===== src/sv/twap_pkg.sv =====
`timescale 1ns / 1ps
// ----------------------------------------------------------------------------
// TWAP slice scheduler package
// Shared widths, register indexes, sequencer states and divider bundles.
// ----------------------------------------------------------------------------
package twap_pkg;

	localparam int QTY_W   = 16;
	localparam int TIME_W  = 32;
	localparam int MT_W    = 17;
	localparam int MS_W    = 16;
	localparam int IV_W    = 17;
	localparam int PROD_W  = 33;
	localparam int DIVD_W  = 33;
	localparam int DIVS_W  = 17;
	localparam int CNT_W   = 17;
	localparam int DCNT_W  = 6;
	localparam int ADDR_W  = 4;
	localparam int DATA_W  = 32;

	localparam logic [MT_W-1:0] MAX_TIME_RST = MT_W'(3600);
	localparam logic [MS_W-1:0] MIN_SIZE_RST = MS_W'(1);
	localparam logic [IV_W-1:0] INTERVAL_RST = IV_W'(30);

	localparam logic [1:0] REG_MAX_TIME = 2'd0;
	localparam logic [1:0] REG_MIN_SIZE = 2'd1;
	localparam logic [1:0] REG_INTERVAL = 2'd2;

	typedef struct packed {
		logic [MT_W-1:0] max_time;
		logic [MS_W-1:0] min_size;
		logic [IV_W-1:0] interval;
	} cfg_t;

	typedef struct packed {
		logic              start;
		logic [DIVD_W-1:0] dividend;
		logic [DIVS_W-1:0] divisor;
	} div_req_t;

	typedef struct packed {
		logic              done;
		logic [DIVD_W-1:0] quot;
		logic [DIVS_W-1:0] rem;
	} div_rsp_t;

	typedef enum logic [2:0] {
		ST_IDLE,
		ST_MUL_NUM,
		ST_MUL_MIN,
		ST_DECIDE,
		ST_DIV1,
		ST_DIV2,
		ST_EMIT,
		ST_MARK
	} state_t;

endpackage


===== src/sv/twap_div.sv =====
`timescale 1ns / 1ps
// ----------------------------------------------------------------------------
// TWAP shared divider
// Restoring radix-2 divider, one quotient bit per cycle.
// ----------------------------------------------------------------------------
module twap_div import twap_pkg::*; (
	input  logic     clk,
	input  logic     arst_n,
	input  div_req_t req,
	output div_rsp_t rsp
);

	logic [DIVD_W-1:0] quo_q;
	logic [DIVS_W-1:0] rem_q;
	logic [DIVS_W-1:0] dsr_q;
	logic [DCNT_W-1:0] cnt_q;
	logic              busy_q;
	logic              done_q;
	logic [DIVS_W:0]   rem_sh;
	logic              ge;

	// The partial remainder stays below the divisor, so one extra bit holds the shift.
	assign rem_sh = {rem_q, quo_q[DIVD_W-1]};
	assign ge     = rem_sh >= {1'b0, dsr_q};

	always_ff @(posedge clk or negedge arst_n) begin
		if (!arst_n) begin
			busy_q <= 1'b0;
			done_q <= 1'b0;
			cnt_q  <= '0;
		end else if (req.start) begin
			busy_q <= 1'b1;
			done_q <= 1'b0;
			cnt_q  <= DCNT_W'(DIVD_W);
		end else if (busy_q) begin
			cnt_q <= cnt_q - DCNT_W'(1);
			if (cnt_q == DCNT_W'(1)) begin
				busy_q <= 1'b0;
				done_q <= 1'b1;
			end
		end else begin
			done_q <= 1'b0;
		end
	end

	always_ff @(posedge clk) begin
		if (req.start) begin
			quo_q <= req.dividend;
			rem_q <= '0;
			dsr_q <= req.divisor;
		end else if (busy_q) begin
			quo_q <= {quo_q[DIVD_W-2:0], ge};
			rem_q <= ge ? DIVS_W'(rem_sh - {1'b0, dsr_q}) : rem_sh[DIVS_W-1:0];
		end
	end

	assign rsp.done = done_q;
	assign rsp.quot = quo_q;
	assign rsp.rem  = rem_q;

endmodule


===== config.mk =====
export PLATFORM = sky130hd
export DESIGN_NAME = twap_div
export DESIGN_NICKNAME = d
export VERILOG_FILES = /design/src/sv/twap_pkg.sv /design/src/sv/twap_div.sv
export SDC_FILE = /design/constraint.sdc
export NUM_CORES = 1
export LEC_CHECK = 0
export BUFFER_PORTS_ARGS = -buffer_cell sky130_fd_sc_hd__buf_2
export CORE_ASPECT_RATIO = 1.4
export CORE_UTILIZATION = 53
export CTS_CLUSTER_DIAMETER = 50
export DETAILED_ROUTE_END_ITERATION = 6
export PLACE_DENSITY = 0.8
export SYNTH_ARGS = -nofsm -noshare
export SYNTH_HDL_FRONTEND = slang
export SYNTH_SLANG_ARGS = --single-unit

===== constraint.sdc =====
create_clock -name clk -period 3.25 [get_ports clk]
set_clock_uncertainty 0.15 [all_clocks]
set_input_delay 0.1625 -clock clk [delete_from_list [all_inputs] [get_ports clk]]
set_output_delay 0.1625 -clock clk [all_outputs]
set_load 0.05 [all_outputs]

==> flow_metrics.tcl, run 1 <==
set metrics [dict create \
    yosysSeqAreaShare_pct 51.2 \
    end_kind "flop" \
    antenna_cells 0 \
    path_max_fanout 4 \
    finalCritPeriodShare_pct 88.3 \
    fin_crit_ns 2.87 \
    yosysMostFrequentCell "edfxtp_1" \
    post_cts_resized 0 \
    design_area_mm2 0.00530 \
    startpoint "quo_q[32]$_DFFE_PP_" \
    die_w_um 75.3 \
    dieArea_mm2 0.00788 \
    finalHoldWorstSlack_ns 0.0255 \
    vias_per_cell 5.53 \
    synth_cell_type_count 55 \
    route.detailed.drc 0 \
    core_mm2 0.00731 \
    postCtsSetupBuffers 0 \
    cts_tree "built" \
    syn_area_per_cell_um2 11.4 \
    clock-sinks 75 \
    top_level_ports 104 \
    hold_path.class "in2async" \
    grt_first_pass_wirelength_mm 16.1 \
    start_util_pct 54.5 \
    worstMarginPinSlew_ns 0.825 \
    cts.clk_slew.worst_paths_ns 0.08 \
    place_area_mm2 0.00459 \
    antenna_found_initial 0 \
    max_freq_mhz 348 \
    multiInputGateArea_mm2 0.00179 \
    row_count 37 \
    arrival_ns 2.99 \
    ys_seq_elements 75 \
    grt_max_degree 70 \
    areaGrowthSynthToFinish_pct 32.7 \
    synth_enable_flop_cells 50 \
    hold_viol_final 0 \
    grt_pass1_vias 3456 \
    synth_fp_nets 422 \
    numCtsBuffers 9 \
    final_nets 580 \
    gp_congestion 0.912 \
    dp.cells 542 \
    r2r_start "quo_q[32]$_DFFE_PP_" \
    yosys_warnings 0 \
    drive_gt1_share_pct 32.4 \
    start_kind "flop" \
    yosys-top-cells-count "50 x edfxtp_1, 33 x mux2_2, 29 x nand2_1" \
    synthCells 349 \
    rsz0062_at_grt "false" \
    chipHeight_um 105 \
    tns_ns 0 \
    finalPower_mw 3.41 \
    clockRootBuffer "clkbuf_8" \
    antenna_left 0 \
    ys.flop_type "edfxtp_1" \
    drt_pre_antenna_iters 4 \
    outcome "finished, final reports clean" \
    slew_headroom_pct 45.0 \
    place_hpwl_mm 6.52 \
    clockBufferDepth 2 \
    vias 3370 \
    setup_viol 0 \
    clk-insertion-delay-late_ns 0.36 \
    p_per_area_mw_per_mm2 644 \
    num-fill-cells 539 \
    track_usage_pct 27.6 \
    cap_viol_max_count 0 \
    seq_area_mm2 0.00204 \
    crit_type "reg2reg" \
    holdBufCountCts 51 \
    synth_area_mm2 0.00399 \
    fin_cells 609 \
    overflow 0 \
    slew_violations 0 \
    wl_mm 10.1 \
    synth-async-reset-ratio_pct 10.7 \
    io_buffers 103 \
    netlist_top_cells_area "edfxtp_1 38%, mux2_2 9.3%, dfxtp_1 8.5%" \
    wire_per_inst_um 16.6 \
    power.leakage_nw 2.32 \
    drt-initial-drc-count 259 \
    yosysTopAreaCell "edfxtp_1" \
    cts-htree-levels 3 \
    ir_drop_mv 0.416 \
    cp.required_ns 3.37 \
    yosys.area.top_type_share_pct 37.6 \
]
## final cells by class
class	instances	share of cell area, %
clock buffer	10	2.41
clock inverter	6	1.25
inverter	23	1.63
multi-input combinational	239	33.8
sequential	75	38.6
tap	97	2.29
timing repair buffer	159	20.1
## critical path, cell delays in order, from the launching register on
cell	delay [ns]
edfxtp_1	0.39
inv_1	0.10
ha_1	0.16
inv_1	0.06
fa_1	0.40
a21o_1	0.23
a311o_1	0.41
a221oi_1	0.45
xnor2_1	0.17
nand2_1	0.07
a211oi_1	0.19
## metal layers
layer / track usage (%) / share of wire, % / vias up
met5: 0 / 0 / -
met4: 10.7 / 2.5 / 0
met3: 6.08 / 5.0 / 21
met2: 49.0 / 54 / 130
met1: 31.1 / 38 / 1619
li1: - / - / 1600
## where the power goes
group | total [mW] | internal, mW | switching [mW]
Combinational | 1.32 | 0.452 | 0.867
Clock | 0.719 | 0.355 | 0.364
Sequential | 1.37 | 1.22 | 0.153
Total | 3.41 | 2.02 | 1.38
## through the flow
stage          setup slack [ns]  utilization (%)
6_report                  0.379             72.4
5_1_grt                   0.165             72.4
4_1_cts                   0.391             72.4
3_5_place_dp              0.415             62.8
3_3_place_gp              0.505             62.8
2_1_floorplan             0.313                -
## cells by family after synthesis
logic type	after synthesis	synth area share, %
AO/OA/AOI/OAI	82	14.4
AND/OR/NAND/NOR	81	9.22
flip-flops	75	51.2
multiplexers	40	11.2
buffers and inverters	35	3.98
adder cells (fa/ha/maj)	20	6.46
XOR/XNOR	16	3.51
## path summary, 6_finish.rpt
| check | to | slack [ns] | depth (start not counted) |
|---|---|---|---|
| max | rem_q[12]$_SDFFE_PP0P_ | 0.38 | 10 |
| min | cnt_q[1]$_DFFE_PN0P_ | 0.03 | 2 |
| max reg2reg | rem_q[12]$_SDFFE_PP0P_ | 0.38 | 10 |
| min reg2reg | rem_q[13]$_SDFFE_PP0P_ | 0.35 | 2 |
| max in group asynchronous | cnt_q[3]$_DFFE_PN0P_ | 2.75 | 2 |
| min in group clk | rem_q[3]$_SDFFE_PP0P_ | 0.13 | 4 |
## state kept, by name (all words and copies together), names as in the netlist
name / flops
busy_q: 1
quo_q: 33
cnt_q: 6
rem_q: 17
done_q: 1
dsr_q: 17
## cells in the final DEF (no fill, tap or decap), drive strengths merged, types with 16 or more instances in the layout
master       Yosys  routed
buf              4     108
dlygate4sd3      0      51
edfxtp          50      50
mux2            34      34
nand2           30      30
nor2            28      28
a21oi           26      26
inv             23      23
ha              19      19
dfxtp           17      17
o21ai           16      16
No activity file was read; power rests on OpenSTA's default activity.
==> inputs of run 2 (changes only) <==
--- a/config.mk
+++ b/config.mk
@@ -7,10 +7,10 @@
 export LEC_CHECK = 0
 export BUFFER_PORTS_ARGS = -buffer_cell sky130_fd_sc_hd__buf_2
 export CORE_ASPECT_RATIO = 1.4
-export CORE_UTILIZATION = 53
+export CORE_UTILIZATION = 25
 export CTS_CLUSTER_DIAMETER = 50
 export DETAILED_ROUTE_END_ITERATION = 6
-export PLACE_DENSITY = 0.8
+export PLACE_DENSITY = 0.44
 export SYNTH_ARGS = -nofsm -noshare
 export SYNTH_HDL_FRONTEND = slang
 export SYNTH_SLANG_ARGS = --single-unit
==> flow_metrics.tcl, run 2 (synthesized netlist as in run 1, its figures left out) <==
set metrics [dict create \
    layout_commonest_cell "buf_2" \
    pwr-share-seq_pct 36.0 \
    vias 3203 \
    p_sw_share_pct 37.5 \
    path_common_cell "inv_1" \
    start_kind "flop" \
    arrival_ns 2.93 \
    hold_viol_final 0 \
    clockRootBuffer "clkbuf_16" \
    finalPower_mw 3.75 \
    startpoint "quo_q[32]$_DFFE_PP_" \
    cp.required_ns 3.35 \
    path_max_fanout 4 \
    layout_setup_ws_ns 0.425 \
    met2_length_mm 5.23 \
    finalCritPeriodShare_pct 86.9 \
    grt_max_degree 41 \
    p_switching_mw 1.41 \
    route.detailed.drc 0 \
    start_util_pct 25.6 \
    fin_crit_ns 2.82 \
    row_count 54 \
    final_util_pct 35.5 \
    hold_path.class "in2reg" \
    slowest_stage "a221oi_1" \
    core_mm2 0.0156 \
    cts.clk_slew.worst_paths_ns 0.06 \
    drive_gt1_share_pct 32.4 \
    cap_viol_max_count 0 \
    wl_mm 10.4 \
    worstMarginPinSlew_ns 0.947 \
    postCtsSetupBuffers 0 \
    crit_type "reg2reg" \
    clockBufferDepth 2 \
    end_kind "flop" \
    cts-htree-levels 3 \
    grt_first_pass_wirelength_mm 16.7 \
    rsz0062_at_grt "false" \
    critPathBufInv 2 \
    cts_tree "built" \
    critPathMaxStageDelay_ns 0.44 \
    antenna_left 0 \
    place_hpwl_mm 7.55 \
    track_usage_pct 13.4 \
    top_level_ports 104 \
    regMostFlops "quo_q" \
    grt_pass1_vias 3329 \
    topRoutingLayerUsed "met4" \
    dp_slack_ns 0.432 \
    wire_per_inst_um 14.7 \
    chipHeight_um 151 \
    tns_ns 0 \
    path_cells "inv_1 > ha_1 > inv_1 > fa_1 > a21o_1 > a311o_1 > a221oi_1 > xnor2_1 > nand2_1 > a211oi_1" \
    p_per_area_mw_per_mm2 677 \
    final_cell_mix "103 x buf_2, 50 x edfxtp_1, 50 x dlygate4sd3_1" \
    dieArea_mm2 0.0165 \
    setup_viol 0 \
    clock-sinks 75 \
    wl_met1_mm 4.44 \
    io_buffers 103 \
    overflow 0 \
    p_int_mw 2.34 \
    gp_congestion 0.812 \
    numCtsBuffers 9 \
    ir_drop_mv 0.352 \
    critical_path.top_delay_family "compound AO/OA/AOI/OAI gates" \
    final_nets 580 \
    r2r_start "quo_q[32]$_DFFE_PP_" \
    slew_violations 0 \
    antenna_cells 0 \
    drt-initial-drc-count 103 \
    max_freq_mhz 354 \
    vias_per_cell 4.52 \
    route.met3.wl_um 538 \
    areaGrowthSynthToFinish_pct 38.8 \
    die_w_um 109 \
    drt_pre_antenna_iters 5 \
    top_regs "quo_q x33, dsr_q x17, rem_q x17" \
    worstHoldStart "req[49]" \
    outcome "finished, final reports clean" \
    power.leakage_nw 2.39 \
    pwr-share-comb_pct 35.2 \
    largest_reg_flops 33 \
    antenna_found_initial 0 \
    slew_headroom_pct 36.6 \
    clkPwrFrac_pct 28.9 \
    clk-insertion-delay-late_ns 0.34 \
]
-- run 2: repair_timing --
| action | 4_1_cts | 5_1_grt |
|---|---|---|
| hold buffers | 50 | 0 |
| gates resized for setup | 0 | 0 |
| hold endpoints to repair | 57 | 0 |
-- run 2: metrics by stage --
step	area [um^2]	instances	hold WS, ns
after global placement	4720	642	-0.134
after detailed placement	4720	642	-0.134
after global routing	5540	708	0.0223
after floorplan	3990	349	-0.283
after CTS	5540	708	0.00180
final	5540	708	0.00750
-- run 2: path summary, 6_finish.rpt --
path / slack, ns / end / depth (start not counted)
worst max-delay path: 0.43 / rem_q[12]$_SDFFE_PP0P_ / 10
worst min-delay path: 0.007 / quo_q[32]$_DFFE_PP_ / 2
worst max register to register: 0.43 / rem_q[12]$_SDFFE_PP0P_ / 10
worst min register to register: 0.35 / rem_q[2]$_SDFFE_PP0P_ / 2
max in group asynchronous: 2.73 / cnt_q[0]$_DFFE_PN0P_ / 2
min in group asynchronous: 0.05 / done_q$_DFFE_PN0P_ / 2
-- run 2: cell type report --
cell class,count,area (um^2)
flip-flops and latches,75,2040
fillers,1551,10100
repair buffers,159,1060
well taps,196,245
multi-input cells,239,1790
clock inverters,7,90.1
inverters,23,86.3
clock buffers,9,225
-- run 2: power by group through the flow --
stage	logic, mW	registers, mW	clock network, mW
global placement	1.28	1.37	0
detailed placement	1.28	1.37	0
CTS	1.33	1.35	1.12
floorplan	0.596	1.75	0
global route	1.43	1.38	1.14
finish	1.32	1.35	1.08
-- run 2: routing by layer --
layer / vias to the layer above / GRT usage [%]
met3: 16 / 2.74
met1: 1483 / 15.6
met5: - / 0
met4: 0 / 6.42
li1: 1606 / -
met2: 98 / 23.1
