**config.mk**
```make
export PLATFORM = sky130hd
export DESIGN_NAME = twap_cfg
export DESIGN_NICKNAME = d
export VERILOG_FILES = /design/src/sv/twap_pkg.sv /design/src/sv/twap_cfg.sv
export SDC_FILE = /design/constraint.sdc
export NUM_CORES = 1
export LEC_CHECK = 0
export BUFFER_PORTS_ARGS = -buffer_cell sky130_fd_sc_hd__buf_2
export CORE_UTILIZATION = 35
export CTS_BUF_LIST = sky130_fd_sc_hd__clkbuf_16
export CTS_CLUSTER_SIZE = 25
export DETAILED_ROUTE_END_ITERATION = 16
export HOLD_SLACK_MARGIN = 0.06
export SLEW_MARGIN = 10
export SYNTH_ARGS = -nofsm -noshare
export SYNTH_HDL_FRONTEND = slang
export SYNTH_SLANG_ARGS = --single-unit
```
**constraint.sdc**
```tcl
create_clock -name clk -period 1.4 [get_ports clk]
set_clock_uncertainty 0.05 [all_clocks]
set_input_delay 0.28 -clock clk [delete_from_list [all_inputs] [get_ports clk]]
set_output_delay 0.28 -clock clk [all_outputs]
set_load 0.05 [all_outputs]
```
**src/sv/twap_pkg.sv**
```systemverilog
`timescale 1ns / 1ps
// ----------------------------------------------------------------------------
// TWAP slice scheduler package
// Shared widths, register indexes, sequencer states and divider bundles.
// ----------------------------------------------------------------------------
package twap_pkg;

	localparam int QTY_W   = 16;
	localparam int TIME_W  = 32;
	localparam int MT_W    = 17;
	localparam int MS_W    = 16;
	localparam int IV_W    = 17;
	localparam int PROD_W  = 33;
	localparam int DIVD_W  = 33;
	localparam int DIVS_W  = 17;
	localparam int CNT_W   = 17;
	localparam int DCNT_W  = 6;
	localparam int ADDR_W  = 4;
	localparam int DATA_W  = 32;

	localparam logic [MT_W-1:0] MAX_TIME_RST = MT_W'(3600);
	localparam logic [MS_W-1:0] MIN_SIZE_RST = MS_W'(1);
	localparam logic [IV_W-1:0] INTERVAL_RST = IV_W'(30);

	localparam logic [1:0] REG_MAX_TIME = 2'd0;
	localparam logic [1:0] REG_MIN_SIZE = 2'd1;
	localparam logic [1:0] REG_INTERVAL = 2'd2;

	typedef struct packed {
		logic [MT_W-1:0] max_time;
		logic [MS_W-1:0] min_size;
		logic [IV_W-1:0] interval;
	} cfg_t;

	typedef struct packed {
		logic              start;
		logic [DIVD_W-1:0] dividend;
		logic [DIVS_W-1:0] divisor;
	} div_req_t;

	typedef struct packed {
		logic              done;
		logic [DIVD_W-1:0] quot;
		logic [DIVS_W-1:0] rem;
	} div_rsp_t;

	typedef enum logic [2:0] {
		ST_IDLE,
		ST_MUL_NUM,
		ST_MUL_MIN,
		ST_DECIDE,
		ST_DIV1,
		ST_DIV2,
		ST_EMIT,
		ST_MARK
	} state_t;

endpackage

```
**src/sv/twap_cfg.sv**
```systemverilog
`timescale 1ns / 1ps
// ----------------------------------------------------------------------------
// TWAP configuration registers
// APB-style register file for horizon, minimum slice size and interval.
// ----------------------------------------------------------------------------
module twap_cfg import twap_pkg::*; (
	input  logic              clk,
	input  logic              arst_n,
	input  logic              psel,
	input  logic              penable,
	input  logic              pwrite,
	input  logic [ADDR_W-1:0] paddr,
	input  logic [DATA_W-1:0] pwdata,
	output logic [DATA_W-1:0] prdata,
	output logic              pready,
	output cfg_t              cfg
);

	logic [MT_W-1:0] max_time_q;
	logic [MS_W-1:0] min_size_q;
	logic [IV_W-1:0] interval_q;
	logic [1:0]      idx;
	logic            wr_en;

	assign idx    = paddr[ADDR_W-1:2];
	assign wr_en  = psel & penable & pwrite;
	assign pready = 1'b1;

	always_ff @(posedge clk or negedge arst_n) begin
		if (!arst_n) begin
			max_time_q <= MAX_TIME_RST;
			min_size_q <= MIN_SIZE_RST;
			interval_q <= INTERVAL_RST;
		end else if (wr_en) begin
			unique case (idx)
				REG_MAX_TIME: max_time_q <= pwdata[MT_W-1:0];
				REG_MIN_SIZE: min_size_q <= pwdata[MS_W-1:0];
				REG_INTERVAL: interval_q <= pwdata[IV_W-1:0];
				default: ;
			endcase
		end
	end

	always_comb begin
		unique case (idx)
			REG_MAX_TIME: prdata = DATA_W'(max_time_q);
			REG_MIN_SIZE: prdata = DATA_W'(min_size_q);
			REG_INTERVAL: prdata = DATA_W'(interval_q);
			default:      prdata = '0;
		endcase
	end

	assign cfg.max_time = max_time_q;
	assign cfg.min_size = min_size_q;
	assign cfg.interval = interval_q;

endmodule

```
==> metrics.log, run 1 <==
[metrics] total wire length: 6.623 mm
[metrics] cell at the root of the clock tree: sky130_fd_sc_hd__clkbuf_16
[metrics] VDD IR max: 0.0008631 V
[metrics] gp weighted congestion: 0.7809
[metrics] most frequent standard cell in the layout excluding fill and tap cells: sky130_fd_sc_hd__buf_2
[metrics] basic-gate share of the synthesized area counting and, or, nand and nor cells: 5.082%
[metrics] Synth Area in XOR/XNOR: 0%
[metrics] H-Tree Level Count: 2
[metrics] main combinational cell family by area after synthesis: multiplexers
[metrics] total power consumption of the routed design: 7.176 mW
[metrics] number of nets at the end of the flow: 354
[metrics] Largest stage delay, worst path: 0.55 ns
[metrics] number of buffers created by CTS: 5
[metrics] number of placement rows: 30
[metrics] number of optimization iterations in the first detailed-route pass: 4
[metrics] drt via density: 4.746
[metrics] sequential element share of the synthesized area: 51.80%
[metrics] crit start category: register
[metrics] wire length of the first global-routing pass: 10.64 mm
[metrics] portion of netlist area occupied by mux cells: 31.62%
[metrics] CP bufs+invs: 1
[metrics] n_diodes: 0
[metrics] CP max stage cell: sky130_fd_sc_hd__dfstp_2
[metrics] Longest Clk Path Bufs: 2
[metrics] top post-synthesis cells by area: sky130_fd_sc_hd__dfrtp_1, sky130_fd_sc_hd__mux2_2, sky130_fd_sc_hd__dfstp_2
[metrics] Yosys top cell area share: 42.09%
[metrics] Hold Vio Cnt, Final: 0
[metrics] critical path data required time: 1.07 ns
[metrics] Initial DRC Count: 62
[metrics] number of failing setup endpoints in the final timing report: 18
[metrics] time the worst path needs with I/O delays and setup: 1.545 ns
[metrics] vias in the first global route: 1963
[metrics] mean cell area of the mapped netlist: 13.32 sq um
[metrics] Post-route DRC: 0
[metrics] DIE HEIGHT: 85.45 um
[metrics] clock input transition at the sequential cells of the worst setup and hold paths: 0.07 ns
[metrics] endpoint kind of the worst setup timing path: output port
[metrics] post-synthesis cell count: 183
[metrics] cell chain of the critical path: mux2i_2 -> o21ai_4 -> buf_6
[metrics] residual antenna-violating net count after detailed routing: 0
[metrics] Synth warnings: 0
[metrics] antenna violations before repair: 0
[metrics] Synth Area in Compound Gates: 3.285%
[metrics] crit-path leading delay family: flip-flops
[metrics] area inside the core boundary: 6756 sq um
[metrics] unrepaired setup endpoints after global routing: yes
[metrics] post-detail-place hpwl: 4.372 mm
[metrics] max-slew violation count: 0
[metrics] post-route clock period utilization: 110.4%
[metrics] Synth cell types: 19
[metrics] run status: finished, violations left
[metrics] Starting Density: 36.07%
[metrics] number of max-cap violations: 0
[metrics] Worst Setup Path Type: reg -> out
[metrics] leakage power total: 1.915 nW
[metrics] proportion of layout cells with a drive suffix above 1: 86.62%
[metrics] area overhead of the layout relative to synthesis: 69.10%
[metrics] cell area power density: 1741 nW/um^2
[metrics] synthesized area: 2437 sq um
[metrics] commonest cells after routing, fill and taps aside: sky130_fd_sc_hd__buf_2, sky130_fd_sc_hd__buf_4, sky130_fd_sc_hd__mux2_4, sky130_fd_sc_hd__dfrtp_2
[metrics] clock tree from TritonCTS: built
[metrics] violations in the final reports: setup timing
[metrics] Min-Delay Path Class: in -> reg
[metrics] horizontal die dimension: 85.45 um
[metrics] routed wirelength normalized by instance count: 16.81 um
[metrics] pin count of the biggest net entering global routing: 43
[metrics] io pins: 124
[metrics] flip-flop and latch count after synthesis: 50
[metrics] aggregate global-route resource usage: 19.34%
[metrics] highest attainable clock frequency: 647.1 MHz
[metrics] data arrival time of the critical path: 1.22 ns
[metrics] worst slack on hold paths: 0.1954 ns
[metrics] top fanout value on the critical path: 2
[metrics] die area: 7302 sq um
[metrics] most area-hungry cell type in the Yosys netlist: sky130_fd_sc_hd__dfrtp_1
[metrics] Post-Synth Adder-Cell Area: 0%
[metrics] Sinks on Clock Net: 50
[metrics] worst setup margin: -0.1453 ns
[metrics] post-route setup TNS: -1.216 ns
[metrics] via total after detailed routing: 1870
[metrics] Clk Latency, worst-skew pair: 0.28 ns
[metrics] Port Buf Inserts: 90
[metrics] total congestion overflow after global routing: 0
==> path summary, 6_finish.rpt <==
kind / start / to / slack, ns / cells after the start
max: max_time_q[9] / prdata[9] / -0.15 / 3
min: pwdata[9] / min_size_q[9] / 0.20 / 2
max reg2reg: max_time_q[15] / max_time_q[15] / 0.41 / 2
min reg2reg: interval_q[0] / interval_q[0] / 0.49 / 1
max in group asynchronous: arst_n / interval_q[1] / 0.41 / 3
min in group asynchronous: arst_n / min_size_q[11] / 0.33 / 2
==> cells by family after synthesis <==
| kind of cell | after synthesis |
|---|---|
| mux | 67 |
| flops | 50 |
| buf+inv | 26 |
| simple gates | 22 |
| compound gates | 16 |
| other cells | 2 |
==> cell usage after synthesis <==
cell type and n:
sky130_fd_sc_hd__buf_2 3, sky130_fd_sc_hd__conb_1 2, sky130_fd_sc_hd__mux2_4 10, sky130_fd_sc_hd__dfstp_2 9, sky130_fd_sc_hd__mux2_2 40, sky130_fd_sc_hd__buf_6 1, sky130_fd_sc_hd__mux2i_1 17, sky130_fd_sc_hd__clkbuf_1 3
sky130_fd_sc_hd__nand3_2 1, sky130_fd_sc_hd__buf_12 1, sky130_fd_sc_hd__nor2_1 1, sky130_fd_sc_hd__buf_4 18, sky130_fd_sc_hd__or3b_1 1, sky130_fd_sc_hd__nor3b_4 1, sky130_fd_sc_hd__dfrtp_1 41, sky130_fd_sc_hd__nor2b_1 1
sky130_fd_sc_hd__nor3_4 1, sky130_fd_sc_hd__o21ai_0 16, sky130_fd_sc_hd__nand2_1 16
==> report_power, final <==
part	leakage, nW	internal (mW)	switching (mW)	total [mW]
Combinational	1.27	1.47	2.35	3.81
Clock	0.0724	0.647	0.512	1.16
Sequential	0.569	1.86	0.341	2.20
==> state kept, by name, summed over array words and instances, names as in the netlist <==
| name | flops |
|---|---|
| interval_q | 17 |
| max_time_q | 17 |
| min_size_q | 16 |
==> metal layers <==
layer	vias to the layer above	share of wire [%]	global-route usage (%)	wire length, um
li1	866	-	-	-
met1	941	44	25.91	2919
met2	57	51	32.29	3398
met3	6	3.3	3.210	220
met4	0	1.3	5.758	84
met5	-	0	0	0
==> per-stage QoR <==
stage	cells	instance area, sq um	util (%)	setup slack (ns)
after CTS	395	4068	60.20	-0.1452
after detailed placement	357	3333	49.33	-0.1986
after global placement	357	3333	49.33	-0.1929
final	394	4121	61.00	-0.1453
after global routing	394	4121	61.00	-0.1860
after floorplan	197	2867	-	-0.1243
==> timing repair <==
| action | in CTS | in global routing |
|---|---|---|
| gates cloned | 1 | 0 |
| pin swaps | 7 | 5 |
| hold endpoints to repair | 8 | 0 |
| resized for setup | 97 | 26 |
| endpoints found under the setup margin | 26 | 28 |
| buffers inserted | 28 | 2 |
| hold buffers | 1 | 0 |
==> final cells by class <==
class	instances	area, sq um
fill	547	2635
multi-input combinational	121	1511
sequential	50	1292
timing repair buffer	135	1080
clock buffer	5	125.1
tap	80	100.1
clock inverter	3	12.51
No activity file was read; power rests on OpenSTA's default activity.
==> run 2, diff against run 1 <==
--- a/config.mk
+++ b/config.mk
@@ -6,11 +6,14 @@
 export NUM_CORES = 1
 export LEC_CHECK = 0
 export BUFFER_PORTS_ARGS = -buffer_cell sky130_fd_sc_hd__buf_2
-export CORE_UTILIZATION = 35
+export CELL_PAD_IN_SITES_DETAIL_PLACEMENT = 0
+export CELL_PAD_IN_SITES_GLOBAL_PLACEMENT = 1
+export CORE_UTILIZATION = 34
 export CTS_BUF_LIST = sky130_fd_sc_hd__clkbuf_16
 export CTS_CLUSTER_SIZE = 25
 export DETAILED_ROUTE_END_ITERATION = 16
 export HOLD_SLACK_MARGIN = 0.06
+export PLACE_DENSITY_LB_ADDON = 0.1
 export SLEW_MARGIN = 10
 export SYNTH_ARGS = -nofsm -noshare
 export SYNTH_HDL_FRONTEND = slang
==> constraint.sdc (replaced) <==
create_clock -name clk -period 1.5 [get_ports clk]
set_clock_uncertainty 0.05 [all_clocks]
set_input_delay 0.3 -clock clk [delete_from_list [all_inputs] [get_ports clk]]
set_output_delay 0.3 -clock clk [all_outputs]
set_load 0.05 [all_outputs]
==> run 2 against run 1 <==
Against the previous run:
- clock-buffer cell count did not move
- sequential power fell by 7%
- die area rose by 2.9%
- power fell by 14%
- sequential cell count did not move
- via count fell by 4.3%
- largest power group unchanged
- clock power fell by 9%
- the flow still finishes with violations (setup timing)
==> metrics.log, run 2 (synthesis results as in run 1) <==
[metrics] number of buffers created by CTS: 5 (unchanged)
[metrics] cell chain of the critical path: mux2i_2 -> o21ai_4 -> buf_6
[metrics] number of nets at the end of the flow: 337 (-4.8%)
[metrics] share of power burned in registers: 33.2% (+2.5 points)
[metrics] total congestion overflow after global routing: 0 (unchanged)
[metrics] Largest stage delay, worst path: 0.55 ns (about the same)
[metrics] total wire length: 5.720 mm (-14%)
[metrics] aggregate global-route resource usage: 16.49% (-2.8 points)
[metrics] CP bufs+invs: 1 (unchanged)
[metrics] n_diodes: 0 (unchanged)
[metrics] Worst Setup Path Type: reg -> out
[metrics] Post-Route Utilization: 55.03% (-6.0 points)
[metrics] registers with the most flip-flops: interval_q x17, max_time_q x17, min_size_q x16
[metrics] CP max stage cell: sky130_fd_sc_hd__dfstp_2
[metrics] area inside the core boundary: 6869 sq um (+1.7%)
[metrics] area overhead of the layout relative to synthesis: 55.08%
[metrics] total power consumption of the routed design: 6.156 mW (-14%)
[metrics] post-detail-place hpwl: 4.166 mm (-4.7%)
[metrics] stages on the worst setup path: 3 (unchanged)
[metrics] leakage power total: 1.727 nW (-9.8%)
[metrics] crit path launch: max_time_q[11]
[metrics] Hold Vio Cnt, Final: 0 (unchanged)
[metrics] Initial DRC Count: 54 (-13%)
[metrics] proportion of layout cells with a drive suffix above 1: 82.49% (-4.1 points)
[metrics] number of optimization iterations in the first detailed-route pass: 2 (-2)
[metrics] fill cell count: 627 (+15%)
[metrics] count of non-filler cells in the finished layout: 393 (-0.25%)
[metrics] Starting Density: 35.48% (-0.59 points)
[metrics] cell area power density: 1629 nW/um^2 (-6.5%)
[metrics] worst slack on hold paths: 0.2101 ns (+0.01461 ns)
[metrics] horizontal die dimension: 86.67 um (+1.4%)
[metrics] vias in the first global route: 1735 (-12%)
[metrics] max-slew violation count: 0 (unchanged)
[metrics] switching power total: 2.816 mW (-12%)
[metrics] endpoint kind of the worst setup timing path: output port
[metrics] commonest cells after routing, fill and taps aside: sky130_fd_sc_hd__buf_2, sky130_fd_sc_hd__mux2_2, sky130_fd_sc_hd__buf_4, sky130_fd_sc_hd__dfrtp_2, sky130_fd_sc_hd__dfrtp_1
[metrics] critical path data required time: 1.15 ns (+0.08 ns)
[metrics] Post-route DRC: 0 (unchanged)
[metrics] routed length on met1: 2.715 mm (-7.0%)
[metrics] violations in the final reports: setup timing
[metrics] number of max-cap violations: 0 (unchanged)
[metrics] post-route setup TNS: -0.2852 ns (+0.9311 ns)
[metrics] launch point of the worst reg-to-reg path: interval_q[16]
[metrics] combinational share of power: 49.7% (-3.5 points)
[metrics] number of failing setup endpoints in the final timing report: 7 (-11)
[metrics] clock tree from TritonCTS: built
[metrics] DIE HEIGHT: 86.67 um (+1.4%)
[metrics] Sinks on Clock Net: 50 (unchanged)
[metrics] routed wirelength normalized by instance count: 14.55 um (-13%)
[metrics] antenna violations before repair: 0 (unchanged)
[metrics] proportion of power drawn by the clock network: 17.1% (+1.0 points)
[metrics] VDD IR max: 0.0007040 V (-18%)
[metrics] pin count of the biggest net entering global routing: 51 (+19%)
[metrics] switching share of total power: 45.75% (+1.2 points)
[metrics] Routed met2 length: 2.669 mm (-21%)
[metrics] run status: finished, violations left
[metrics] Longest Clk Path Bufs: 2 (unchanged)
[metrics] H-Tree Level Count: 2 (unchanged)
[metrics] setup slack at placement: -0.1886 ns (+0.009992 ns)
[metrics] top fanout value on the critical path: 3 (+1)
[metrics] via total after detailed routing: 1790 (-4.3%)
[metrics] number of placement rows: 30 (unchanged)
[metrics] most frequent standard cell in the layout excluding fill and tap cells: sky130_fd_sc_hd__buf_2
[metrics] residual antenna-violating net count after detailed routing: 0 (unchanged)
[metrics] cells on worst reg2reg path: 2 (unchanged)
[metrics] endpoint of the most critical register-to-register path: interval_q[16]
[metrics] Critical path destination: prdata[11]
[metrics] number of cells in the design after placement: 378 (+5.9%)
[metrics] data arrival time of the critical path: 1.21 ns (about the same)
[metrics] Min-Delay Path Class: in -> reg
[metrics] worst setup margin: -0.06135 ns (+0.08399 ns)
[metrics] post-route clock period utilization: 104.1%
[metrics] die area: 7511 sq um (+2.9%)
[metrics] placed cell areas: 3326 sq um (-0.23%)
[metrics] setup slack of the worst register-to-register path: 0.56 ns (+0.15 ns)
[metrics] Port Buf Inserts: 90 (unchanged)
[metrics] clock input transition at the sequential cells of the worst setup and hold paths: 0.06 ns (about the same)
[metrics] cell at the root of the clock tree: sky130_fd_sc_hd__clkbuf_16
[metrics] gp weighted congestion: 0.7161 (-8.3%)
[metrics] unrepaired setup endpoints after global routing: yes
[metrics] Clk Latency, worst-skew pair: 0.28 ns (about the same)
[metrics] cell internal pwr: 3.340 mW (-16%)
[metrics] io pins: 124 (unchanged)
[metrics] routed wl met3: 279 um (+27%)
[metrics] crit start category: register
[metrics] crit-path leading delay family: flip-flops
[metrics] highest attainable clock frequency: 640.5 MHz
[metrics] uppermost layer routed: met4
[metrics] hold path start: pwdata[16]
[metrics] post-route standard cell area excluding fillers: 3780 sq um (-8.3%)
[metrics] wire length of the first global-routing pass: 9.335 mm (-12%)
[metrics] time the worst path needs with I/O delays and setup: 1.561 ns
[metrics] drt via density: 4.555 (-4.0%)
-- run 2: cell type report --
class,instances,area (sq um),share of cell area [%]
Timing Repair Buffer,118,867.1,22.94
Sequential cell,50,1290,34.13
Clock inverter,3,12.51,0.3310
Clock buffer,5,125.1,3.310
Tap cell,96,120.1,3.178
Multi-Input combinational cell,121,1365,36.11
-- run 2: worst register-to-register path, stage by stage (launching register included) --
cell,delay [ns]
sky130_fd_sc_hd__dfrtp_1,0.40
sky130_fd_sc_hd__buf_4,0.14
sky130_fd_sc_hd__mux2_2,0.24
-- run 2: worst min-delay path by stage --
stage | endpoint | slack [ns] | cells after the start
after floorplan | interval_q[0] | -0.05 | 0
after global placement | interval_q[15] | 0.26 | 2
after detailed placement | interval_q[15] | 0.26 | 2
after CTS | interval_q[16] | 0.20 | 2
after global routing | max_time_q[16] | 0.22 | 2
final | interval_q[16] | 0.21 | 2
-- run 2: repair_timing --
item	4_1_cts	5_1_grt
hold buffers	1	0
setup endpoints to repair	17	17
setup buffers	3	2
gates cloned	1	0
pin swaps	6	0
hold endpoints to repair	41	0
resized for setup	58	4
-- run 2: layer usage --
metal | global-route usage (%) | vias up
li1 | - | 835
met1 | 23.34 | 881
met2 | 26.12 | 69
met3 | 3.143 | 5
met4 | 4.091 | 0
met5 | 0 | -
-- run 2: power groups by stage --
stage	Sequential (mW)	Combinational [mW]	Clock, mW
3_3_place_gp	2.01	2.78	0
3_5_place_dp	2.01	2.80	0
6_report	2.04	3.06	1.06
4_1_cts	2.04	3.04	1.09
5_1_grt	2.10	3.19	1.15
2_1_floorplan	3.11	1.12	0
